File: config.mk
export PLATFORM = sky130hd
export DESIGN_NAME = jrc_out_fifo
export DESIGN_NICKNAME = d
export VERILOG_FILES = /design/src/rtl/core/jrc_pkg.sv /design/src/rtl/core/jrc_out_fifo.sv
export SDC_FILE = /design/constraint.sdc
export NUM_CORES = 1
export LEC_CHECK = 0
export BUFFER_PORTS_ARGS = -buffer_cell sky130_fd_sc_hd__buf_2
export CELL_PAD_IN_SITES_DETAIL_PLACEMENT = 1
export CELL_PAD_IN_SITES_GLOBAL_PLACEMENT = 2
export CORE_MARGIN = 1
export CORE_UTILIZATION = 40
export CTS_BUF_LIST = sky130_fd_sc_hd__clkbuf_8
export CTS_CLUSTER_DIAMETER = 150
export DETAILED_ROUTE_END_ITERATION = 16
export GPL_TIMING_DRIVEN = 0
export PLACE_DENSITY_LB_ADDON = 0.1
export REMOVE_ABC_BUFFERS = 1
export SLEW_MARGIN = 0
export SYNTH_ARGS = -nofsm -noshare
export SYNTH_HDL_FRONTEND = slang
export SYNTH_SLANG_ARGS = --single-unit
File: constraint.sdc
create_clock -name clk -period 3.8 [get_ports clk]
set_input_delay 0.57 -clock clk [delete_from_list [all_inputs] [get_ports clk]]
set_output_delay 0.57 -clock clk [all_outputs]
set_load 0.1 [all_outputs]
File: src/rtl/core/jrc_pkg.sv
// Shared types and constants of the Jones rotation constraint core.
// Holds CORDIC widths, the arctangent table and the stage payload structs.
// No dependencies.
package jrc_pkg;

	// Field and datapath widths
	localparam int IN_W    = 32;
	localparam int SUM_W   = 34;
	localparam int XY_W    = 38;
	localparam int Z_W     = 35;
	localparam int OUT_W   = 17;
	localparam int TAB_LEN = 30;

	// Arctangent of 2^-i at 2^30 per radian, rounded down
	localparam logic [31:0] ATAN_TAB [TAB_LEN] = '{
		32'h3243F6A8, 32'h1DAC6705, 32'h0FADBAFC, 32'h07F56EA6, 32'h03FEAB76,
		32'h01FFD55B, 32'h00FFFAAA, 32'h007FFF55, 32'h003FFFEA, 32'h001FFFFD,
		32'h000FFFFF, 32'h0007FFFF, 32'h0003FFFF, 32'h0001FFFF, 32'h0000FFFF,
		32'h00007FFF, 32'h00003FFF, 32'h00001FFF, 32'h00000FFF, 32'h000007FF,
		32'h000003FF, 32'h000001FF, 32'h000000FF, 32'h0000007F, 32'h0000003F,
		32'h0000001F, 32'h0000000F, 32'h00000007, 32'h00000003, 32'h00000001
	};

	// Angle constants at 2^30 per radian
	localparam logic signed [Z_W-1:0] ANG_PI      = 35'sd3373259426;
	localparam logic signed [Z_W-1:0] ANG_HALF_PI = 35'sd1686629713;

	// Start vector of the rotation CORDIC: 2^30 divided by the CORDIC gain
	localparam logic signed [XY_W-1:0] INV_GAIN = 38'sd652032874;

	// Output limits
	localparam logic signed [OUT_W-1:0] ANGLE_MAX = 17'sd51472;
	localparam logic signed [OUT_W-1:0] TRIG_MAX  = 17'sd32768;

	// One CORDIC vector with its angle accumulator
	typedef struct packed {
		logic signed [XY_W-1:0] x;
		logic signed [XY_W-1:0] y;
		logic signed [Z_W-1:0]  z;
	} cordic_lane_t;

	// Payload of the vectoring chain: both circular terms side by side
	typedef struct packed {
		cordic_lane_t ll;
		cordic_lane_t rr;
		logic         ll_zero;
		logic         rr_zero;
		logic         last;
	} vec_pair_t;

	// Payload of the rotation chain
	typedef struct packed {
		cordic_lane_t            lane;
		logic                    neg;
		logic signed [OUT_W-1:0] angle;
		logic                    last;
	} rot_item_t;

	// One finished result
	typedef struct packed {
		logic signed [OUT_W-1:0] angle;
		logic signed [OUT_W-1:0] cos_val;
		logic signed [OUT_W-1:0] sin_val;
		logic                    last;
	} result_t;

endpackage

File: src/rtl/core/jrc_out_fifo.sv
// Two-entry result buffer between the CORDIC pipeline and the output channel.
// Lets the pipeline take one more transaction while a result waits; uses jrc_pkg.
module jrc_out_fifo (
	input  logic              clk,
	input  logic              arst_n,
	input  logic              push,
	input  jrc_pkg::result_t  data_i,
	output logic              full,
	output logic              valid_o,
	input  logic              ready_i,
	output jrc_pkg::result_t  data_o
);

	jrc_pkg::result_t mem_q [2];
	logic             wr_ptr_q;
	logic             rd_ptr_q;
	logic [1:0]       count_q;
	logic             pop;

	assign full    = (count_q == 2'd2);
	assign valid_o = (count_q != 2'd0);
	assign pop     = valid_o && ready_i;
	assign data_o  = mem_q[rd_ptr_q];

	// Track pointers and fill level
	always_ff @(posedge clk or negedge arst_n) begin
		if (!arst_n) begin
			wr_ptr_q <= 1'b0;
			rd_ptr_q <= 1'b0;
			count_q  <= 2'd0;
		end else begin
			if (push) begin
				wr_ptr_q <= ~wr_ptr_q;
			end
			if (pop) begin
				rd_ptr_q <= ~rd_ptr_q;
			end
			unique case ({push, pop})
				2'b10:   count_q <= count_q + 2'd1;
				2'b01:   count_q <= count_q - 2'd1;
				default: count_q <= count_q;
			endcase
		end
	end

	// Store the incoming result
	always_ff @(posedge clk) begin
		if (push) begin
			mem_q[wr_ptr_q] <= data_i;
		end
	end

endmodule

==> reports/metrics.csv, run 1 <==
metric,value,unit
drive_above_1_share,61.3,%
place_inst,421,
relSlewSlack,42.1,%
clock_skew,0.0107,ns
ys_warn_count,0,
period_minus_slack,2.56,ns
worstHoldEndpoint,mem_q[0][28],
dp_hpwl,4.58,mm
io_buffers,109,
grt_pass1_wl,11.0,mm
final_cell_mix,"buf_2 (109), edfxtp_1 (104), mux2_4 (49)",
first_pass_iters,4,
num_vias,2005,
hold_buffers,1,
drc,0,
worst_r2r_endpoint,mem_q[0][50],
n_fill_cell,1008,
status,"complete, no violations",
dpl_cell_area,4890,sq um
routed_wl,6.98,mm
ant_nets,0,
finalHoldViolations,0,
stdcell_count,438,
synth-seq-area-share,76.7,%
crit_path_max_incr_delay,0.59,ns
syn_area,4200,sq um
path_clk_slew,0.11,ns
grt_max_degree,44,
timing.final.max_slew_violations,0,
whs_path_depth,1,
overflow,0,
clockRootBuffer,clkbuf_8,
setup_viol_count_final,0,
max_freq,390,MHz
criticalPathCategory,flop to output pin,
cts.sinks,108,
wl_per_cell,15.9,um
antenna_found_initial,0,
avgViaCountPerCell,4.58,
tritoncts,done,
die_area,10900,sq um
end_kind,output pin,
min_from,data_i[28],
fin_util,49.9,%
drt-initial-drc-count,45,
grtUsageTotal,13.5,%
grt_setup_unrepaired,false,
critPathLaunchType,flop,
reg2reg_depth,2,
clkLatencyLatePin,0.36,ns
grt_pass1_vias,2122,
yosysUniqueCellTypes,15,
area_growth,22.0,%
layout_commonest_cell,buf_2,
die_w,105,um
synth-seq-cells,108,
avgSynthCellArea,23.5,sq um
post_cts_buffers,0,
fp.dieH,105,um
cts_buffer_depth,2,
arrival,1.99,ns
start_util,40.9,%
worstMarginPinSlew,0.866,ns
cts_resized,0,
io-pin-count,110,
worstReg2RegStart,wr_ptr_q,
row_count,37,
core-area,10300,sq um
critPathMaxFanout,43,
cts_buffers,9,
final_area,5130,sq um
crit_start,rd_ptr_q,
required,3.23,ns
num_antenna_cells,0,
hp-class,input pin to flop,
timing.reg2reg.setup_slack,2.08,ns
htreeDepth,3,
slowest_stage,dfrtp_4,
drv_cap,0,
gp_congestion,0.636,
crit_path_cell_trace,"buf_16, mux2_2, buf_2",
netlist_instances,179,
final_nets,354,
fin_crit_sh,67.5,%
-- cell type report --
cell class / count / area, sq um / area share, %
repair buffers: 113 / 623 / 12.2
multi-input cells: 64 / 873 / 17.0
clock inverters: 7 / 105 / 2.05
well taps: 136 / 170 / 3.32
inverters: 1 / 3.75 / 0.0732
flip-flops and latches: 108 / 3230 / 62.9
clock buffers: 9 / 124 / 2.42
-- registers in the layout, indices dropped and copies added, names as in the netlist --
name	cells
wr_ptr_q	1
mem_q	104
count_q	2
rd_ptr_q	1
-- metrics by stage --
stage / hold slack [ns] / worst slack (ns) / setup TNS (ns)
after global routing: 0.368 / 1.18 / 0
after detailed placement: 0.383 / 1.62 / 0
after global placement: 0.386 / -1.01 / -67.17
after CTS: 0.371 / 1.21 / 0
final: 0.392 / 1.24 / 0
after floorplan: 0.274 / 0.484 / 0
-- worst max-delay path, delay by kind of cell (launching register included) --
family	cells	cell delay [ns]
buffers and inverters	2	0.62
DFF	1	0.59
muxes	1	0.38
-- worst max path at each step --
stage	to	slack, ns	depth (start not counted)
6_report	data_o[47]	1.24	3
4_1_cts	data_o[47]	1.21	3
5_1_grt	data_o[47]	1.18	3
3_5_place_dp	data_o[47]	1.62	3
2_1_floorplan	data_o[47]	0.48	1
3_3_place_gp	mem_q[0][47]	-1.01	3
-- cells in the mapped netlist --
library cell / count / area [sq um]
xnor2_1: 2 / 17.5
edfxtp_1: 104 / 3120
and2_1: 1 / 6.26
buf_12: 5 / 100
ha_1: 1 / 12.5
mux2_2: 3 / 33.8
inv_1: 1 / 3.75
nor2_1: 2 / 7.51
mux2_4: 49 / 736
and2_4: 1 / 8.76
or2_4: 1 / 8.76
dfrtp_1: 4 / 100
buf_6: 1 / 11.3
and2b_1: 1 / 7.51
xor2_1: 3 / 26.3
-- cells by family (layout without fill, tap and decap cells) --
logic type,after synthesis,in the layout,synth area share [%]
DFF,108,108,76.7
muxes,52,52,18.3
buffers and inverters,7,130,2.74
adders and majority gates,1,1,0.298
and+or+nand+nor,6,6,0.923
xor gates and xnor gates,5,5,1.04
-- routing by layer --
layer	track usage [%]	up-vias	part of all wire, %
li1	-	935	-
met1	16.1	998	41
met2	23.4	64	53
met3	3.20	8	5.2
met4	5.51	0	1.3
met5	0	-	0
Power of run 1 is left out: the tool's default activity adds up to more than one toggle a clock period on the data nets, which glitch-free logic cannot reach.
==> run 2: changes to the inputs <==
- CORE_UTILIZATION: 40 -> 36
- clock period: 3.8 -> 2.2 ns (I/O delays scaled with it)
==> run 2 against run 1 <==
Effect of this change:
- count of clock-buffer cells in the layout is the same
- via count is essentially flat
- hold slack lost 0.24 ns
- wire length grew 5.3%
- non-clock buffer count grew 2
- cell area grew 1.5%
- global-route usage shrank 0.94 points
- die area grew 11%
- flip-flop and latch count is the same
- final cell count grew 2.1%
- sequential share of layout area shrank 0.95 points
- clock skew shrank 0.0047 ns
==> reports/metrics.csv, run 2 (same netlist as run 1, synthesis figures left out) <==
metric,value,unit
status,"complete, no violations",
grt_pass1_vias,2066,
die_area,12100,sq um
whs_path_depth,1,
grtUsageTotal,12.6,%
end_kind,output pin,
largest_register,mem_q,
dpl_cell_area,4900,sq um
worstHoldEndpoint,mem_q[0][12],
top_regs,"mem_q: 104 flops, count_q: 2 flops",
fin_crit_sh,95.2,%
wl_per_cell,16.5,um
io-pin-count,110,
core-area,11400,sq um
setup_ws,0.105,ns
htreeDepth,3,
gp_congestion,0.643,
io_buffers,109,
final_cell_mix,"edfxtp_1 (104), buf_2 (88), mux2_4 (49)",
worst_r2r_endpoint,mem_q[0][51],
hp-class,input pin to flop,
fin_tns_setup,0,ns
routed_wl,7.35,mm
die_w,110,um
clkLatencyLatePin,0.35,ns
grt_max_degree,28,
required,1.87,ns
criticalPathCategory,flop to output pin,
drc,0,
worstReg2RegStart,wr_ptr_q,
cts_buffer_depth,2,
clockRootBuffer,clkbuf_8,
first_pass_iters,4,
cts_buffers,9,
largest_reg_flops,104,
timing.reg2reg.setup_slack,0.49,ns
final_nets,356,
clock_skew,0.00608,ns
drt-initial-drc-count,51,
period_minus_slack,2.10,ns
timing.final.max_slew_violations,0,
min_from,data_i[12],
cts.sinks,108,
fin_util,45.6,%
tritoncts,done,
avgViaCountPerCell,4.49,
num_antenna_cells,0,
num_vias,2007,
relSlewSlack,43.1,%
seqCellArea,3230,sq um
antenna_found_initial,0,
arrival,1.77,ns
max_freq,477,MHz
setup_viol_count_final,0,
final_area,5200,sq um
overflow,0,
drive_above_1_share,60.2,%
critPathLaunchType,flop,
start_util,36.8,%
path_clk_slew,0.10,ns
reg2reg_depth,2,
dp_hpwl,4.72,mm
critPathMaxFanout,21,
pre_cts_ws,0.270,ns
fp.dieH,110,um
worstMarginPinSlew,0.852,ns
grt_setup_unrepaired,false,
finalHoldViolations,0,
ant_nets,0,
grt_pass1_wl,10.7,mm
n_fill_cell,1117,
area_growth,23.8,%
layout_commonest_cell,edfxtp_1,
multi_input_area,873,sq um
row_count,39,
drv_cap,0,
[run 2: critical path, stage by stage (launching register included)]
cell,delay [ns]
dfrtp_4,0.53
bufbuf_16,0.33
mux2_4,0.31
buf_4,0.23
[run 2: layout make-up]
cell class              instances  share of cell area (%)
clock buffers                   9                    2.38
inverters                       1                  0.0721
clock inverters                 7                    1.59
flip-flops and latches        108                    62.0
multi-input cells              64                    16.8
repair buffers                115                    13.7
well taps                     143                    3.44
[run 2: what timing repair did]
item	4_1_cts	5_1_grt
hold buffers	1	0
setup endpoints to repair	43	0
endpoints found under the hold margin	4	0
setup buffers	1	0
gates resized for setup	21	0
[run 2: worst max-delay path by stage]
stage / startpoint / end / slack, ns / cells past startpoint
final: rd_ptr_q / data_o[48] / 0.10 / 3
after global routing: rd_ptr_q / data_o[48] / 0.04 / 3
after detailed placement: rd_ptr_q / data_o[50] / 0.27 / 3
after CTS: rd_ptr_q / data_o[10] / 0.06 / 3
after floorplan: rd_ptr_q / data_o[47] / -0.88 / 1
after global placement: push / mem_q[0][44] / -2.44 / 3
[run 2: metal layers]
layer | routed length (um) | track usage (%) | part of all wire (%) | up-vias
li1 | - | - | - | 941
met1 | 2790 | 13.6 | 38 | 983
met2 | 3820 | 21.4 | 52 | 70
met3 | 572 | 4.17 | 7.8 | 13
met4 | 171 | 7.33 | 2.3 | 0
met5 | 0 | 0 | 0 | -
[run 2: stage by stage]
stage               cells  hold slack [ns]
global placement      425            0.143
finish                447            0.154
detailed placement    428            0.145
floorplan             173           0.0344
CTS                   447            0.128
global route          447            0.125
Power of run 2 is left out for the same reason.
