--- config.mk ---
export PLATFORM = sky130hd
export DESIGN_NAME = jrc_rot_cell
export DESIGN_NICKNAME = d
export VERILOG_FILES = /design/src/rtl/core/jrc_pkg.sv /design/src/rtl/core/jrc_rot_cell.sv
export SDC_FILE = /design/constraint.sdc
export NUM_CORES = 1
export LEC_CHECK = 0
export ABC_AREA = 1
export BUFFER_PORTS_ARGS = -buffer_cell sky130_fd_sc_hd__buf_2
export CORE_MARGIN = 2
export CORE_UTILIZATION = 53
export DETAILED_ROUTE_END_ITERATION = 8
export PLACE_DENSITY_LB_ADDON = 0.1
export SLEW_MARGIN = 20
export SYNTH_ARGS = -nofsm -noshare
export SYNTH_HDL_FRONTEND = slang
export SYNTH_SLANG_ARGS = --single-unit
--- constraint.sdc ---
create_clock -name clk -period 0.9 [get_ports clk]
set_clock_uncertainty 0.2 [all_clocks]
set_input_delay 0.09 -clock clk [delete_from_list [all_inputs] [get_ports clk]]
set_output_delay 0.09 -clock clk [all_outputs]
set_load 0.03 [all_outputs]
--- src/rtl/core/jrc_pkg.sv ---
// Shared types and constants of the Jones rotation constraint core.
// Holds CORDIC widths, the arctangent table and the stage payload structs.
// No dependencies.
package jrc_pkg;

	// Field and datapath widths
	localparam int IN_W    = 32;
	localparam int SUM_W   = 34;
	localparam int XY_W    = 38;
	localparam int Z_W     = 35;
	localparam int OUT_W   = 17;
	localparam int TAB_LEN = 30;

	// Arctangent of 2^-i at 2^30 per radian, rounded down
	localparam logic [31:0] ATAN_TAB [TAB_LEN] = '{
		32'h3243F6A8, 32'h1DAC6705, 32'h0FADBAFC, 32'h07F56EA6, 32'h03FEAB76,
		32'h01FFD55B, 32'h00FFFAAA, 32'h007FFF55, 32'h003FFFEA, 32'h001FFFFD,
		32'h000FFFFF, 32'h0007FFFF, 32'h0003FFFF, 32'h0001FFFF, 32'h0000FFFF,
		32'h00007FFF, 32'h00003FFF, 32'h00001FFF, 32'h00000FFF, 32'h000007FF,
		32'h000003FF, 32'h000001FF, 32'h000000FF, 32'h0000007F, 32'h0000003F,
		32'h0000001F, 32'h0000000F, 32'h00000007, 32'h00000003, 32'h00000001
	};

	// Angle constants at 2^30 per radian
	localparam logic signed [Z_W-1:0] ANG_PI      = 35'sd3373259426;
	localparam logic signed [Z_W-1:0] ANG_HALF_PI = 35'sd1686629713;

	// Start vector of the rotation CORDIC: 2^30 divided by the CORDIC gain
	localparam logic signed [XY_W-1:0] INV_GAIN = 38'sd652032874;

	// Output limits
	localparam logic signed [OUT_W-1:0] ANGLE_MAX = 17'sd51472;
	localparam logic signed [OUT_W-1:0] TRIG_MAX  = 17'sd32768;

	// One CORDIC vector with its angle accumulator
	typedef struct packed {
		logic signed [XY_W-1:0] x;
		logic signed [XY_W-1:0] y;
		logic signed [Z_W-1:0]  z;
	} cordic_lane_t;

	// Payload of the vectoring chain: both circular terms side by side
	typedef struct packed {
		cordic_lane_t ll;
		cordic_lane_t rr;
		logic         ll_zero;
		logic         rr_zero;
		logic         last;
	} vec_pair_t;

	// Payload of the rotation chain
	typedef struct packed {
		cordic_lane_t            lane;
		logic                    neg;
		logic signed [OUT_W-1:0] angle;
		logic                    last;
	} rot_item_t;

	// One finished result
	typedef struct packed {
		logic signed [OUT_W-1:0] angle;
		logic signed [OUT_W-1:0] cos_val;
		logic signed [OUT_W-1:0] sin_val;
		logic                    last;
	} result_t;

endpackage

--- src/rtl/core/jrc_rot_cell.sv ---
// One micro-rotation cell of the rotation CORDIC chain.
// Turns the vector by the residual angle to form cosine and sine; uses jrc_pkg.
module jrc_rot_cell #(
	parameter int SHIFT = 0
) (
	input  logic                clk,
	input  logic                arst_n,
	input  logic                en,
	input  logic                valid_i,
	input  jrc_pkg::rot_item_t  item_i,
	output logic                valid_o,
	output jrc_pkg::rot_item_t  item_o
);

	localparam logic signed [jrc_pkg::Z_W-1:0] ATAN_STEP =
		jrc_pkg::Z_W'(jrc_pkg::ATAN_TAB[SHIFT]);

	logic                              valid_q;
	jrc_pkg::rot_item_t                item_q;
	jrc_pkg::rot_item_t                item_d;
	logic signed [jrc_pkg::XY_W-1:0]   dx;
	logic signed [jrc_pkg::XY_W-1:0]   dy;

	// Drive the residual angle toward zero
	always_comb begin
		dx     = $signed(item_i.lane.y) >>> SHIFT;
		dy     = $signed(item_i.lane.x) >>> SHIFT;
		item_d = item_i;
		if (!item_i.lane.z[jrc_pkg::Z_W-1]) begin
			item_d.lane.x = item_i.lane.x - dx;
			item_d.lane.y = item_i.lane.y + dy;
			item_d.lane.z = item_i.lane.z - ATAN_STEP;
		end else begin
			item_d.lane.x = item_i.lane.x + dx;
			item_d.lane.y = item_i.lane.y - dy;
			item_d.lane.z = item_i.lane.z + ATAN_STEP;
		end
	end

	// Advance the valid flag with the pipeline
	always_ff @(posedge clk or negedge arst_n) begin
		if (!arst_n) begin
			valid_q <= 1'b0;
		end else if (en) begin
			valid_q <= valid_i;
		end
	end

	// Hold the payload while stalled
	always_ff @(posedge clk) begin
		if (en) begin
			item_q <= item_d;
		end
	end

	assign valid_o = valid_q;
	assign item_o  = item_q;

endmodule

==> flow_summary.ini, run 1 <==
[floorplanning]
std_cell_rows = 61
die-height_um = 171
starting_utilization_of_the_core_area_pct = 53.6
boundaryPins = 265
chipWidth_um = 171

[synth]
number_of_different_library_cells_in_the_post_synthesis_netlist = 45
number_of_synthesized_register_bits = 130
netlist.top_cell.by_area = edfxtp_1
synthesis.area_per_instance_um2 = 6.63
syn-num-nets = 2510
syn-cell-area_um2 = 14800
yosysTopAreaCellShare_pct = 26.2
yosysWarningCount = 0
netlist_top_cells_area = edfxtp_1 26%, nand2_1 18%, ha_1 12%
part_of_the_yosys_area_used_for_sequential_elements_pct = 26.4
synth_cells = 2231

[global_route]
first_global_vias = 23300
wire_length_of_the_first_global_routing_pass_um = 153000
grt_max_degree = 71
grt_util_overall_pct = 71.4
globalRouteOverflowTotal = 11

[clock_tree]
root_buf_cell = clkbuf_16
cts_made_buffers = 17
cts_htree_levels = 4
clock_tree.buffer_depth = 2
clock-sinks = 130

[placed_design]
numPortBuffers = 264
placement.cell_area_um2 = 20700
dpl.hpwl_um = 46500
routability_driven_placement_congestion_ratio = 1.03
place_worst_setup_slack_ns = -1.52

[run_status]
run_status = did not finish
first-error = [ERROR GRT-0116] Global routing finished with congestion. Check the congestion regions in the DRC Viewer.
flow.stopped_at = 5_1_grt
-- synthesized netlist by cell type, drive strengths merged --
| cell | number |
|---|---|
| nand3b | 1 |
| inv | 370 |
| and2 | 6 |
| dfrtp | 1 |
| o22ai | 7 |
| mux2 | 1 |
| nor3 | 17 |
| xor2 | 47 |
| a31oi | 4 |
| o21a | 2 |
| fa | 4 |
| nor2 | 204 |
| o31ai | 1 |
| or2 | 4 |
| buf | 45 |
| nand4 | 12 |
| ha | 141 |
| nand3 | 192 |
| o21bai | 25 |
| xnor2 | 6 |
| nor4 | 1 |
| nand2 | 733 |
| a21o | 9 |
| o21ai | 104 |
| a21oi | 153 |
| edfxtp | 129 |
| clkbuf | 6 |
| a21boi | 1 |
| o211ai | 5 |
-- metrics by stage --
step | std cells | utilization [%]
floorplan | 2231 | -
global placement | 3197 | 75.1
detailed placement | 3197 | 75.1
CTS | 3295 | 88.4
-- layer usage --
layer  global-route usage (%)  GRT overflow
met1                     70.8             1
met2                     87.3             6
met3                     59.8             1
met4                     64.2             3
met5                     43.5             0
-- kinds of logic after synthesis --
logic type,after synthesis,synth area share (%)
multiplexers,1,0.0761
AND/OR/NAND/NOR,1170,34.0
adder cells (fa/ha/maj),145,12.5
buffers and inverters,421,12.0
flip-flops,130,26.4
AO/OA/AOI/OAI,311,12.0
XOR/XNOR,53,3.14
-- timing repair --
item / CTS
setup buffers: 44
hold buffers: 25
hold endpoints to repair: 63
setup endpoints to repair: 237
resized for setup: 682
gates cloned: 1
pin swaps: 191
==> run 2: changes to the inputs <==
--- a/config.mk
+++ b/config.mk
@@ -8,9 +8,9 @@
 export ABC_AREA = 1
 export BUFFER_PORTS_ARGS = -buffer_cell sky130_fd_sc_hd__buf_2
 export CORE_MARGIN = 2
-export CORE_UTILIZATION = 53
+export CORE_UTILIZATION = 40
 export DETAILED_ROUTE_END_ITERATION = 8
-export PLACE_DENSITY_LB_ADDON = 0.1
+export PLACE_DENSITY_LB_ADDON = 0.15
 export SLEW_MARGIN = 20
 export SYNTH_ARGS = -nofsm -noshare
 export SYNTH_HDL_FRONTEND = slang
==> constraint.sdc (replaced) <==
create_clock -name clk -period 1.17 [get_ports clk]
set_clock_uncertainty 0.2 [all_clocks]
set_input_delay 0.117 -clock clk [delete_from_list [all_inputs] [get_ports clk]]
set_output_delay 0.117 -clock clk [all_outputs]
set_load 0.03 [all_outputs]
==> run 2 against run 1 <==
Net effect:
- the flow now finishes, with violations (negative hold slack, negative setup slack)
- synthesized cell count stayed put
- area after synthesis unchanged
==> flow_summary.ini, run 2 <==
[clock_tree]
cts_tree = done
clock_tree.buffer_depth = 2
clock-sinks = 130
cts.reportedPaths.clkPinSlew_ns = 0.07
root_buf_cell = clkbuf_16
cts_made_buffers = 17
clk_latency_ns = 0.44
cts_htree_levels = 4

[floorplanning]
starting_utilization_of_the_core_area_pct = 40.5
floorplan.core_area_um2 = 36500
die-height_um = 196
std_cell_rows = 70
die-area_um2 = 38500
chipWidth_um = 196
boundaryPins = 265

[setup_path]
critPathTopFamily = simple AND/OR/NAND/NOR gates
critical_path.startpoint = item_i[98]
critical-path-max-stage-delay_ns = 0.25
crit_path_max_delay_cell_type = ha_4
cp.buffers_inverters = 3
critPathCaptureType = flop
path_max_fanout = 6
timing.critical_path.from_type = input pin
worstSetupPathType = in -> reg
timing.critical_path.required_ns = 1.17
reg2reg_from = valid_o$_DFFE_PN0P_
cp_data_arrival_time_ns = 1.85
crit_path_cell_trace = buf_8 -> ha_4 -> buf_12 -> buf_6 -> nor2_4 -> nand2_2 -> nor2_2 -> nand2_2 -> nand3_2 -> nand2_2 -> nand2_4 -> nand2_2 -> nand2_1 -> nand2_1 -> nand3_1 -> nand2_1
cp_common_cell = nand2_2

[flow_run]
cap_viol_max_count = 0

[sta]
finalCritPeriodShare_pct = 158
fmaxAchievable_ghz = 0.541
finalWorstSetupSlack_ns = -0.677
worst_hold_margin_ns = -0.0990
report.final.setup_viol = 232
timing.final.crit_period_ns = 1.85
finalSetupTns_ns = -71.63
grt_setup_unrepaired = yes
report.final.slew_viol_count = 0
final-hold-violation-count = 2
max_slew.worst_pin.slew_ns = 0.834
maxSlewHeadroom_pct = 44.4

[global_route]
grt_max_degree = 61
number_of_antenna_violations_at_the_first_check_in_global_routing = 1
globalRouteOverflowTotal = 0
wire_length_of_the_first_global_routing_pass_um = 98500
grt_util_overall_pct = 33.1
first_global_vias = 18400

[synth]
ys_top_cells_by_count = 698 x nand2_1, 337 x inv_1, 189 x nand3_1
netlist_top_cells_area = edfxtp_1 26%, nand2_1 18%, ha_1 12%
synth_cells = 2231
yosysTopAreaCellShare_pct = 26.2
number_of_different_library_cells_in_the_post_synthesis_netlist = 45
synthArstFlopShare_pct = 0.769
syn-cell-area_um2 = 14800
yosysWarningCount = 0
prevailing_post_synth_register_cell = edfxtp_1
netlist.top_cell.by_area = edfxtp_1
syn-num-nets = 2510
count_leader_synth = nand2_1
number_of_flops_mapped_to_enable_cells_by_yosys = 129
synthesis.area_per_instance_um2 = 6.63
part_of_the_yosys_area_used_for_sequential_elements_pct = 26.4
number_of_synthesized_register_bits = 130

[routing]
dr.first_iter.drc_count = 1151
detail_route.wirelength_um = 66700
viasPerCell = 5.15
drt.antenna.violating_nets = 0
vias = 18000
routed_wire_length_per_instance_um = 19.1
number_of_iterations_in_the_first_detailed_routing_pass = 6
post_detailed_route_drc_marker_count = 0

[min_path]
hp_start = item_i[22]
timing.hold.worst.class = in -> reg

[pwr]
power.total_w = 0.0268
leakagePower_nw = 12.9
irDropWorstVdd_mv = 1.15
power.density_nw_per_um2 = 988

[run_status]
run_status = finished with violations
violated_checks = negative hold slack, negative setup slack

[layout]
finalCoreUtilization_pct = 74.3
fill_cells = 2702
most_used_cells_in_the_layout_excluding_fill_and_tap_cells = 451 x nand2_1, 427 x buf_4, 257 x inv_1, 230 x buf_6, 200 x nand2_2
post_route_cells_drive_above_1_share_pct = 55.4
layout_commonest_cell = nand2_1
layout.nets = 3300
post_layout_nonfiller_instances = 3502
largest_reg_flops = 129
flow.area_growth_from_synthesis_pct = 83.4
finish.instance_area_um2 = 27100

[placed_design]
dp_cells = 3345
routability_driven_placement_congestion_ratio = 0.941
numPortBuffers = 264
dpl.hpwl_um = 49600
placement.cell_area_um2 = 21300
run 2: cell counts after synthesis:
No cell type changed its count.
run 2: kinds of logic (layout without fill, tap and decap cells):
| family | after synthesis | in the layout | synth area share, % |
|---|---|---|---|
| adder cells (fa/ha/maj) | 145 | 145 | 12.5 |
| XOR/XNOR | 53 | 53 | 3.14 |
| multiplexers | 1 | 1 | 0.0761 |
| other | 0 | 1 | 0 |
| buffers and inverters | 421 | 1223 | 12.0 |
| flip-flops | 130 | 130 | 26.4 |
| AND/OR/NAND/NOR | 1170 | 1170 | 34.0 |
| AO/OA/AOI/OAI | 311 | 311 | 12.0 |
run 2: layer usage:
layer  vias up  global-route usage, %  part of all wire (%)
li1       8701                      -                     -
met1      8493                   40.8                    41
met2       659                   58.4                    49
met3       165                   4.88                   5.6
met4         2                   12.0                   4.2
met5         -                      0                 0.073
run 2: where the power goes:
part / switching (W) / internal (W)
logic: 0.00838 / 0.00665
registers: 0.000379 / 0.00598
clock network: 0.00249 / 0.00294
run 2: layout make-up:
| type | count | area (um^2) | share of cell area [%] |
|---|---|---|---|
| Antenna cell | 1 | 2.50 | 0.00922 |
| Sequential cell | 130 | 3900 | 14.4 |
| Clock buffer | 17 | 425 | 1.57 |
| Tap cell | 468 | 586 | 2.16 |
| Clock inverter | 14 | 130 | 0.479 |
| Timing Repair inverter | 2 | 32.5 | 0.120 |
| Timing Repair Buffer | 820 | 7340 | 27.1 |
| Multi-Input combinational cell | 1680 | 13100 | 48.4 |
| Inverter | 370 | 1600 | 5.89 |
run 2: path summary, 6_finish.rpt:
check,to,slack [ns],cells past startpoint
worst max-delay path,item_o[82]$_DFFE_PP_,-0.68,16
min in group asynchronous,valid_o$_DFFE_PN0P_,0.35,3
max in group asynchronous,valid_o$_DFFE_PN0P_,0.31,3
worst min register to register,valid_o$_DFFE_PN0P_,0.35,1
worst max register to register,valid_o$_DFFE_PN0P_,0.20,1
worst min-delay path,item_o[23]$_DFFE_PP_,-0.1,2
run 2: stage by stage:
step	hold slack [ns]	setup WS (ns)
3_5_place_dp	-0.307	-1.30
6_report	-0.0990	-0.677
3_3_place_gp	-0.308	-1.19
5_1_grt	-0.0873	-0.733
2_1_floorplan	-0.379	-0.840
4_1_cts	-0.118	-0.604
run 2: what timing repair did:
item / CTS / global route
setup buffers: 74 / 36
setup endpoints to repair: 232 / 232
hold buffers: 27 / 2
gates resized for setup: 869 / 263
pin swaps: 241 / 147
cloned: 3 / 0
hold endpoints to repair: 37 / 9
(Power assumes the default switching activity.)
