==> config.mk <==
export PLATFORM = sky130hd
export DESIGN_NAME = jrc_vec_cell
export DESIGN_NICKNAME = d
export VERILOG_FILES = /design/src/rtl/core/jrc_pkg.sv /design/src/rtl/core/jrc_vec_cell.sv
export SDC_FILE = /design/constraint.sdc
export NUM_CORES = 1
export LEC_CHECK = 0
export ABC_AREA = 1
export ABC_CLOCK_PERIOD_IN_PS = 900
export BUFFER_PORTS_ARGS = -buffer_cell sky130_fd_sc_hd__buf_4
export CORE_MARGIN = 1
export CORE_UTILIZATION = 54
export DETAILED_ROUTE_END_ITERATION = 12
export GPL_TIMING_DRIVEN = 0
export PLACE_DENSITY = 0.8
export SLEW_MARGIN = 20
export SYNTH_ARGS = -nofsm -noshare
export SYNTH_HDL_FRONTEND = slang
export SYNTH_SLANG_ARGS = --single-unit
export TNS_END_PERCENT = 50
==> constraint.sdc <==
create_clock -name clk -period 0.9 [get_ports clk]
set_clock_uncertainty 0.2 [all_clocks]
set_input_delay 0.18 -clock clk [delete_from_list [all_inputs] [get_ports clk]]
set_output_delay 0.18 -clock clk [all_outputs]
set_load 0.01 [all_outputs]
==> src/rtl/core/jrc_pkg.sv <==
// Shared types and constants of the Jones rotation constraint core.
// Holds CORDIC widths, the arctangent table and the stage payload structs.
// No dependencies.
package jrc_pkg;

	// Field and datapath widths
	localparam int IN_W    = 32;
	localparam int SUM_W   = 34;
	localparam int XY_W    = 38;
	localparam int Z_W     = 35;
	localparam int OUT_W   = 17;
	localparam int TAB_LEN = 30;

	// Arctangent of 2^-i at 2^30 per radian, rounded down
	localparam logic [31:0] ATAN_TAB [TAB_LEN] = '{
		32'h3243F6A8, 32'h1DAC6705, 32'h0FADBAFC, 32'h07F56EA6, 32'h03FEAB76,
		32'h01FFD55B, 32'h00FFFAAA, 32'h007FFF55, 32'h003FFFEA, 32'h001FFFFD,
		32'h000FFFFF, 32'h0007FFFF, 32'h0003FFFF, 32'h0001FFFF, 32'h0000FFFF,
		32'h00007FFF, 32'h00003FFF, 32'h00001FFF, 32'h00000FFF, 32'h000007FF,
		32'h000003FF, 32'h000001FF, 32'h000000FF, 32'h0000007F, 32'h0000003F,
		32'h0000001F, 32'h0000000F, 32'h00000007, 32'h00000003, 32'h00000001
	};

	// Angle constants at 2^30 per radian
	localparam logic signed [Z_W-1:0] ANG_PI      = 35'sd3373259426;
	localparam logic signed [Z_W-1:0] ANG_HALF_PI = 35'sd1686629713;

	// Start vector of the rotation CORDIC: 2^30 divided by the CORDIC gain
	localparam logic signed [XY_W-1:0] INV_GAIN = 38'sd652032874;

	// Output limits
	localparam logic signed [OUT_W-1:0] ANGLE_MAX = 17'sd51472;
	localparam logic signed [OUT_W-1:0] TRIG_MAX  = 17'sd32768;

	// One CORDIC vector with its angle accumulator
	typedef struct packed {
		logic signed [XY_W-1:0] x;
		logic signed [XY_W-1:0] y;
		logic signed [Z_W-1:0]  z;
	} cordic_lane_t;

	// Payload of the vectoring chain: both circular terms side by side
	typedef struct packed {
		cordic_lane_t ll;
		cordic_lane_t rr;
		logic         ll_zero;
		logic         rr_zero;
		logic         last;
	} vec_pair_t;

	// Payload of the rotation chain
	typedef struct packed {
		cordic_lane_t            lane;
		logic                    neg;
		logic signed [OUT_W-1:0] angle;
		logic                    last;
	} rot_item_t;

	// One finished result
	typedef struct packed {
		logic signed [OUT_W-1:0] angle;
		logic signed [OUT_W-1:0] cos_val;
		logic signed [OUT_W-1:0] sin_val;
		logic                    last;
	} result_t;

endpackage

==> src/rtl/core/jrc_vec_cell.sv <==
// One micro-rotation cell of the vectoring CORDIC chain.
// Rotates both circular-term vectors toward the x axis; uses jrc_pkg.
module jrc_vec_cell #(
	parameter int SHIFT = 0
) (
	input  logic                clk,
	input  logic                arst_n,
	input  logic                en,
	input  logic                valid_i,
	input  jrc_pkg::vec_pair_t  pair_i,
	output logic                valid_o,
	output jrc_pkg::vec_pair_t  pair_o
);

	localparam logic signed [jrc_pkg::Z_W-1:0] ATAN_STEP =
		jrc_pkg::Z_W'(jrc_pkg::ATAN_TAB[SHIFT]);

	logic               valid_q;
	jrc_pkg::vec_pair_t pair_q;
	jrc_pkg::vec_pair_t pair_d;

	// Drive y toward zero, accumulate the angle
	function automatic jrc_pkg::cordic_lane_t vec_step(jrc_pkg::cordic_lane_t a);
		logic signed [jrc_pkg::XY_W-1:0] dx;
		logic signed [jrc_pkg::XY_W-1:0] dy;
		jrc_pkg::cordic_lane_t           r;
		dx = $signed(a.y) >>> SHIFT;
		dy = $signed(a.x) >>> SHIFT;
		r  = a;
		if (!a.y[jrc_pkg::XY_W-1]) begin
			r.x = a.x + dx;
			r.y = a.y - dy;
			r.z = a.z + ATAN_STEP;
		end else begin
			r.x = a.x - dx;
			r.y = a.y + dy;
			r.z = a.z - ATAN_STEP;
		end
		return r;
	endfunction

	always_comb begin
		pair_d    = pair_i;
		pair_d.ll = vec_step(pair_i.ll);
		pair_d.rr = vec_step(pair_i.rr);
	end

	// Advance the valid flag with the pipeline
	always_ff @(posedge clk or negedge arst_n) begin
		if (!arst_n) begin
			valid_q <= 1'b0;
		end else if (en) begin
			valid_q <= valid_i;
		end
	end

	// Hold the payload while stalled
	always_ff @(posedge clk) begin
		if (en) begin
			pair_q <= pair_d;
		end
	end

	assign valid_o = valid_q;
	assign pair_o  = pair_q;

endmodule

==> impl_metrics.yaml, run 1 <==
status:
  outcome: "did not finish"
  stop_stage: "global routing"
  error: "[ERROR GRT-0116] Global routing finished with congestion. Check the congestion regions in the DRC Viewer."
yosys:
  yosysTopAreaCellShare_pct: 24.2
  yosysTopAreaCell: "edfxtp_1"
  post-synth-top-count-cell: "nand2_1"
  syn_inst: 4244
  synth.avg_cell_area_um2: 6.53
  yosys-top-cells-area: "edfxtp_1 (24%), nand2_1 (17%), ha_1 (14%)"
  ys.warnings.count: 0
  yosys.cell_types.count: 51
  synth_edf_count: 223
  syn_nets: 4781
  async_flop_share_pct: 0.446
  ys.flop_type: "edfxtp_1"
  synth_commonest_cells: "nand2_1 (1225), inv_1 (618), nor2_1 (359)"
  netlist_area_um2: 27700
  ys_seq_elements: 224
  yosysSeqAreaShare_pct: 24.2
die:
  rows: 82
  fp.dieW_um: 229
  die_y_um: 229
  io_pins: 455
  start_util_pct: 55.0
global_routing:
  grt_pass1_vias: 44900
  grt_max_degree: 104
  grt_pass1_wl_um: 303000
  grt.total_usage_pct: 76.7
  grt_overflow: 97
clocking:
  htree_levels: 1
  numCtsBuffers: 27
  clock_sinks: 224
  clockRootBuffer: "clkbuf_16"
  clockBufferDepth: 3
placement:
  port_buffers: 454
  gp_congestion: 1.01
  hpwl_um: 90700
## timing repair
action                                  4_1_cts
buffers inserted                            350
pin swaps                                   643
gates resized for setup                    1733
hold buffers                                 13
gates cloned                                 16
endpoints found under the setup margin      594
endpoints found under the hold margin       131
## stage by stage
step / TNS, ns / std cells / worst slack [ns] / hold WS (ns) / area (um2)
3_3_place_gp: -770.39 / 5370 / -2.13 / -0.245 / 34700
3_5_place_dp: -464.07 / 5372 / -2.01 / -0.243 / 34800
2_1_floorplan: -198.35 / 4244 / -1.22 / -0.316 / 30500
4_1_cts: -294.37 / 5783 / -0.902 / -0.302 / 45400
## layer usage
layer,overflow,track usage [%]
met5,5,32.6
met4,44,75.8
met3,6,61.4
met2,42,93.3
met1,0,76.8
## kinds of logic after synthesis
kind of cell             synth area share, %
buffers and inverters                   11.2
adder cells (fa/ha/maj)                 14.1
AO/OA/AOI/OAI                           14.8
multiplexers                           0.185
flip-flops                              24.2
XOR/XNOR                                3.19
AND/OR/NAND/NOR                         32.2
==> run 2: changes to the inputs <==
Settings changed: ABC_CLOCK_PERIOD_IN_PS 900 to 1150, CORE_UTILIZATION 54 to 40, PLACE_DENSITY 0.8 to not set, PLACE_DENSITY_LB_ADDON set to 0.15.
Clock period 0.9 ns to 1.15 ns, I/O delays scaled along.
==> impl_metrics.yaml, run 2 <==
status:
  outcome: "finished, violations left"
  violations: "hold timing, setup timing"
power_and_ir_drop:
  internal-power_w: 0.0265
  clockPowerShare_pct: 18.5
  leakage_nw: 22.3
  power_frac_comb_pct: 57.6
  p_per_area_nw_per_um2: 960
  power.total_w: 0.0464
  peakVddDrop_mv: 1.02
  swShare_pct: 42.9
  power_frac_seq_pct: 23.9
  p_switching_w: 0.0199
worst_setup_path:
  cp_cell_sequence: "buf_16 -> inv_12 -> clkbuf_16 -> buf_16 -> ha_4 -> a21oi_2 -> nand2_2 -> a21boi_4 -> o21ai_2 -> nand2_1 -> nand2_1 -> xor2_1"
  cp.required_ns: 1.29
  cpLargestDelayFamily: "compound AO/OA/AOI/OAI gates"
  crit_cells: 12
  critical_path.n_buffers_inverters: 4
  crit_arrival_ns: 2.04
  critical_path.endpoint_type: "register"
  start_kind: "input port"
  crit_type: "in2reg"
  reg2regPathDepth: 1
  slowest_stage: "a21boi_4"
  cp_max_fo: 6
  cpPeakStageDelay_ns: 0.28
yosys:
  syn_inst: 4244
  ys.warnings.count: 0
  yosys-top-cells-area: "edfxtp_1 (24%), nand2_1 (17%), ha_1 (14%)"
  yosysSeqAreaShare_pct: 24.2
  netlist_area_um2: 27700
  synth_edf_count: 223
  yosysTopAreaCellShare_pct: 24.2
  synth_commonest_cells: "nand2_1 (1225), inv_1 (618), nor2_1 (359)"
  yosysTopAreaCell: "edfxtp_1"
  yosys.cell_types.count: 51
  async_flop_share_pct: 0.446
  synth.avg_cell_area_um2: 6.53
  ys.flop_type: "edfxtp_1"
  syn_nets: 4781
  ys_seq_elements: 224
  post-synth-top-count-cell: "nand2_1"
placement:
  hpwl_um: 94300
  placed_cell_area_um2: 35100
  port_buffers: 454
  place_ws_ns: -1.77
  gp_congestion: 1.01
die:
  fp.dieW_um: 265
  start_util_pct: 40.4
  die_y_um: 265
  rows: 96
  die_area_um2: 70400
  core_area_um2: 68600
  io_pins: 455
sta:
  fin_crit_ns: 1.90
  hold_viol: 78
  fin_ws_ns: -0.747
  slew_violations: 0
  fmax_mhz: 527
  fin_hold_ws_ns: -0.149
  fin_crit_sh_pct: 165
  setup_viol: 432
  worst_pin_slew_ns: 1.15
  slew_headroom_pct: 23.3
  rsz0062_at_grt: "true"
clocking:
  clk_pin_slew_ns: 0.06
  htree_levels: 1
  clock_sinks: 224
  numCtsBuffers: 29
  cts_hold_buf: 20
  cts_tree: "yes"
  clockBufferDepth: 3
  clock_latency_ns: 0.59
  clockRootBuffer: "clkbuf_16"
drt:
  vias_per_cell: 5.66
  dr_total_vias: 34700
  antenna_left: 0
  drtIter0Drc: 3596
  wire_per_inst_um: 22.1
  drc: 0
  first_pass_iters: 7
  totalWireLength_um: 135000
global_routing:
  grt_pass1_vias: 31300
  antenna_found_initial: 10
  grt_pass1_wl_um: 185000
  grt_max_degree: 93
  grt_overflow: 0
  grt.total_usage_pct: 34.1
final_layout:
  syn_to_final_growth_pct: 74.4
  layout_commonest_cell: "nand2_1"
  nets: 5705
  fin_area_um2: 48400
  fillCellCount: 5181
  final_core_util_pct: 70.5
  layout_common_cells: "nand2_1 (685), buf_4 (642), inv_1 (427), nand2_2 (376), edfxtp_1 (223)"
  multi_input_area_um2: 27300
  regArea_um2: 6720
  drive_above_1_share_pct: 54.1
  largest_reg_flops: 223
min_path:
  min_path_type: "in2reg"
  min_delay_path_depth: 1
flow_run:
  maxCapViolations: 0
==> run 2: cell families (layout without fill, tap and decap cells) <==
group	after synthesis	count (layout)	synth area share (%)
adder cells (fa/ha/maj)	308	308	14.1
flip-flops	224	224	24.2
other	0	6	0
XOR/XNOR	101	101	3.19
multiplexers	5	5	0.185
buffers and inverters	740	1684	11.2
AO/OA/AOI/OAI	748	748	14.8
AND/OR/NAND/NOR	2118	2118	32.2
==> run 2: final cells by class <==
cell class	count	share of cell area [%]
clock inverters	18	0.261
flip-flops and latches	224	13.9
clock buffers	33	1.53
diodes	6	0.0310
multi-input cells	3280	56.5
repair buffers	913	17.5
well taps	931	2.41
inverters	636	5.67
plain buffers	84	2.22
==> run 2: final timing paths <==
| kind | end | from | slack (ns) |
|---|---|---|---|
| max in group asynchronous | valid_o$_DFFE_PN0P_ | arst_n | 0.37 |
| min reg2reg | valid_o$_DFFE_PN0P_ | valid_o$_DFFE_PN0P_ | 0.31 |
| max reg2reg | valid_o$_DFFE_PN0P_ | valid_o$_DFFE_PN0P_ | 0.21 |
| max | pair_o[138]$_DFFE_PP_ | pair_i[186] | -0.75 |
| min in group asynchronous | valid_o$_DFFE_PN0P_ | arst_n | 0.27 |
| min | pair_o[123]$_DFFE_PP_ | en | -0.15 |
==> run 2: stage by stage <==
| stage | TNS, ns | std cells |
|---|---|---|
| detailed placement | -416.28 | 5631 |
| finish | -207.99 | 6125 |
| global route | -219.79 | 6125 |
| CTS | -220.53 | 6014 |
| global placement | -715.70 | 5629 |
| floorplan | -156.32 | 4244 |
==> run 2: power by group through the flow <==
stage / logic, W / clock network (W) / registers [W]
after floorplan: 0.0102 / 0 / 0.0117
after global placement: 0.0174 / 0 / 0.0112
after detailed placement: 0.0175 / 0 / 0.0111
after CTS: 0.0231 / 0.00882 / 0.0110
after global routing: 0.0280 / 0.00911 / 0.0112
final: 0.0267 / 0.00860 / 0.0111
==> run 2: metal layers <==
layer / global-route usage [%] / wire length, um
met3: 6.85 / 14200
met1: 45.9 / 53200
met5: 0 / 31
met4: 12.4 / 6880
met2: 54.0 / 60700
==> run 2: what timing repair did <==
action	in CTS	in global routing
gates cloned	9	5
buffers inserted	321	114
hold endpoints to repair	124	79
pin swaps	529	394
setup endpoints to repair	527	521
resized for setup	1505	751
No activity file was read; power rests on OpenSTA's default activity.
==> run 3: changes to the inputs <==
Settings changed: CORE_UTILIZATION 40 to 29.
==> impl_metrics.yaml, run 3 (same netlist as run 2, synthesis figures left out) <==
status:
  outcome: "finished, violations left"
  violations: "hold timing, setup timing"
final_layout:
  nets: 5776
  multi_input_area_um2: 28600
  regArea_um2: 6720
  largest_reg_flops: 223
  fillCellCount: 8660
  fin_area_um2: 51400
  drive_above_1_share_pct: 57.8
  syn_to_final_growth_pct: 85.3
  layout_commonest_cell: "buf_4"
  layout_common_cells: "buf_4 (668), nand2_1 (646), inv_1 (405), nand2_2 (382), edfxtp_1 (223)"
drt:
  totalWireLength_um: 138000
  wire_per_inst_um: 21.1
  antenna_left: 0
  vias_per_cell: 5.13
  drtIter0Drc: 2610
  first_pass_iters: 6
  dr_total_vias: 33500
  drc: 0
clocking:
  cts_tree: "yes"
  clock_sinks: 224
  clockRootBuffer: "clkbuf_16"
  clk_pin_slew_ns: 0.06
  clockBufferDepth: 3
  numCtsBuffers: 31
  clock_latency_ns: 0.63
  htree_levels: 1
worst_setup_path:
  crit_arrival_ns: 2.01
  r2r_slack_ns: 0.21
  cp_max_fo: 5
  crit_path_end: "pair_o[112]$_DFFE_PP_"
  r2r-start: "valid_o$_DFFE_PN0P_"
  reg2reg_to: "valid_o$_DFFE_PN0P_"
  critPathLaunch: "pair_i[84]"
  cp.required_ns: 1.33
  start_kind: "input port"
  reg2regPathDepth: 1
  crit_type: "in2reg"
  critical_path.endpoint_type: "register"
global_routing:
  antenna_found_initial: 15
  grt_overflow: 0
  grt_pass1_vias: 31600
  grt.total_usage_pct: 26.5
  grt_max_degree: 88
  grt_pass1_wl_um: 196000
power_and_ir_drop:
  leakage_nw: 23.2
  p_per_area_nw_per_um2: 965
  clockPowerShare_pct: 20.7
  internal-power_w: 0.0288
  p_switching_w: 0.0208
  power_frac_comb_pct: 57.0
  swShare_pct: 42.0
  peakVddDrop_mv: 1.29
  power_frac_seq_pct: 22.2
die:
  fp.dieW_um: 311
  rows: 113
  core_area_um2: 94900
  start_util_pct: 29.2
  die_y_um: 311
  io_pins: 455
  die_area_um2: 96800
min_path:
  min_path_type: "in2reg"
  hold_path_startpoint: "pair_i[117]"
flow_run:
  maxCapViolations: 0
sta:
  worst_pin_slew_ns: 1.30
  slew_violations: 0
  rsz0062_at_grt: "true"
  fin_crit_sh_pct: 160
  slew_headroom_pct: 13.5
  fin_ws_ns: -0.687
  hold_viol: 104
  setup_tns_ns: -206.04
  fin_crit_ns: 1.84
  fin_hold_ws_ns: -0.265
  setup_viol: 431
  fmax_mhz: 545
placement:
  placed_cell_area_um2: 35500
  hpwl_um: 103000
  port_buffers: 454
  gp_congestion: 0.976
## run 3: changes by cell type in the layout (fill, tap and decap cells not counted), moves of 19 or more
cell	change
a21oi_4	+19
nand2_1	-39
buf_4	+26
buf_12	+28
nand2_8	+19
inv_1	-22
nand3_1	-30
a21oi_1	-19
nand3_2	+19
## run 3: area by class of cell
cell class	instances	area share [%]
Antenna cell	7	0.0341
Buffer	85	2.34
Clock buffer	36	1.55
Clock inverter	20	0.504
Inverter	636	5.53
Multi-Input combinational cell	3280	55.7
Sequential cell	224	13.1
Tap cell	1265	3.08
Timing Repair Buffer	981	18.1
## run 3: timing repair
action                                  CTS  global route
endpoints found under the hold margin   138           107
setup endpoints to repair               435           431
gates cloned                             14             2
resized for setup                      1690           949
pin swaps                               612           579
setup buffers                           330           167
hold buffers                             18             1
## run 3: worst min-delay path by stage
stage | endpoint | slack [ns] | cells past startpoint
2_1_floorplan | valid_o$_DFFE_PN0P_ | -0.27 | 0
3_3_place_gp | valid_o$_DFFE_PN0P_ | -0.19 | 1
3_5_place_dp | valid_o$_DFFE_PN0P_ | -0.19 | 1
4_1_cts | pair_o[117]$_DFFE_PP_ | -0.34 | 2
5_1_grt | pair_o[117]$_DFFE_PP_ | -0.29 | 2
6_report | pair_o[117]$_DFFE_PP_ | -0.27 | 2
## run 3: layer usage
metal	vias to the layer above	track usage [%]	routed length, um
met5	-	0	41
met4	6	8.02	4880
met3	257	4.56	11300
met2	1398	41.8	62500
met1	16000	36.6	59500
li1	15800	-	-
## run 3: worst max-delay path: stages
cell and delay (ns):
buf_8 0.10, ha_4 0.26, buf_12 0.15, buf_6 0.11, nor2_4 0.11, buf_6 0.11
nand2_4 0.06, inv_2 0.08, nand2_2 0.08, nand3_4 0.12, nand2_2 0.08, nand2_4 0.12
nand2_4 0.08, nand2_2 0.06, nand2_2 0.06, nand3_2 0.07, nand2_2 0.11
## run 3: power groups by stage
stage | Sequential [W] | Combinational [W] | Clock (W)
2_1_floorplan | 0.0117 | 0.0102 | 0
6_report | 0.0110 | 0.0283 | 0.0103
5_1_grt | 0.0111 | 0.0298 | 0.0109
4_1_cts | 0.0111 | 0.0242 | 0.0107
3_5_place_dp | 0.0111 | 0.0179 | 0
3_3_place_gp | 0.0112 | 0.0179 | 0
## run 3: per-stage QoR
| step | hold slack [ns] | worst slack [ns] | std cells | total power [W] | utilization [%] |
|---|---|---|---|---|---|
| 2_1_floorplan | -0.266 | -1.02 | 4244 | 0.0219 | - |
| 3_3_place_gp | -0.194 | -2.12 | 5963 | 0.0291 | 37.4 |
| 3_5_place_dp | -0.194 | -1.95 | 5965 | 0.0291 | 37.4 |
| 4_1_cts | -0.339 | -0.688 | 6369 | 0.0460 | 48.6 |
| 5_1_grt | -0.293 | -0.738 | 6534 | 0.0518 | 54.2 |
| 6_report | -0.265 | -0.687 | 6534 | 0.0496 | 54.2 |
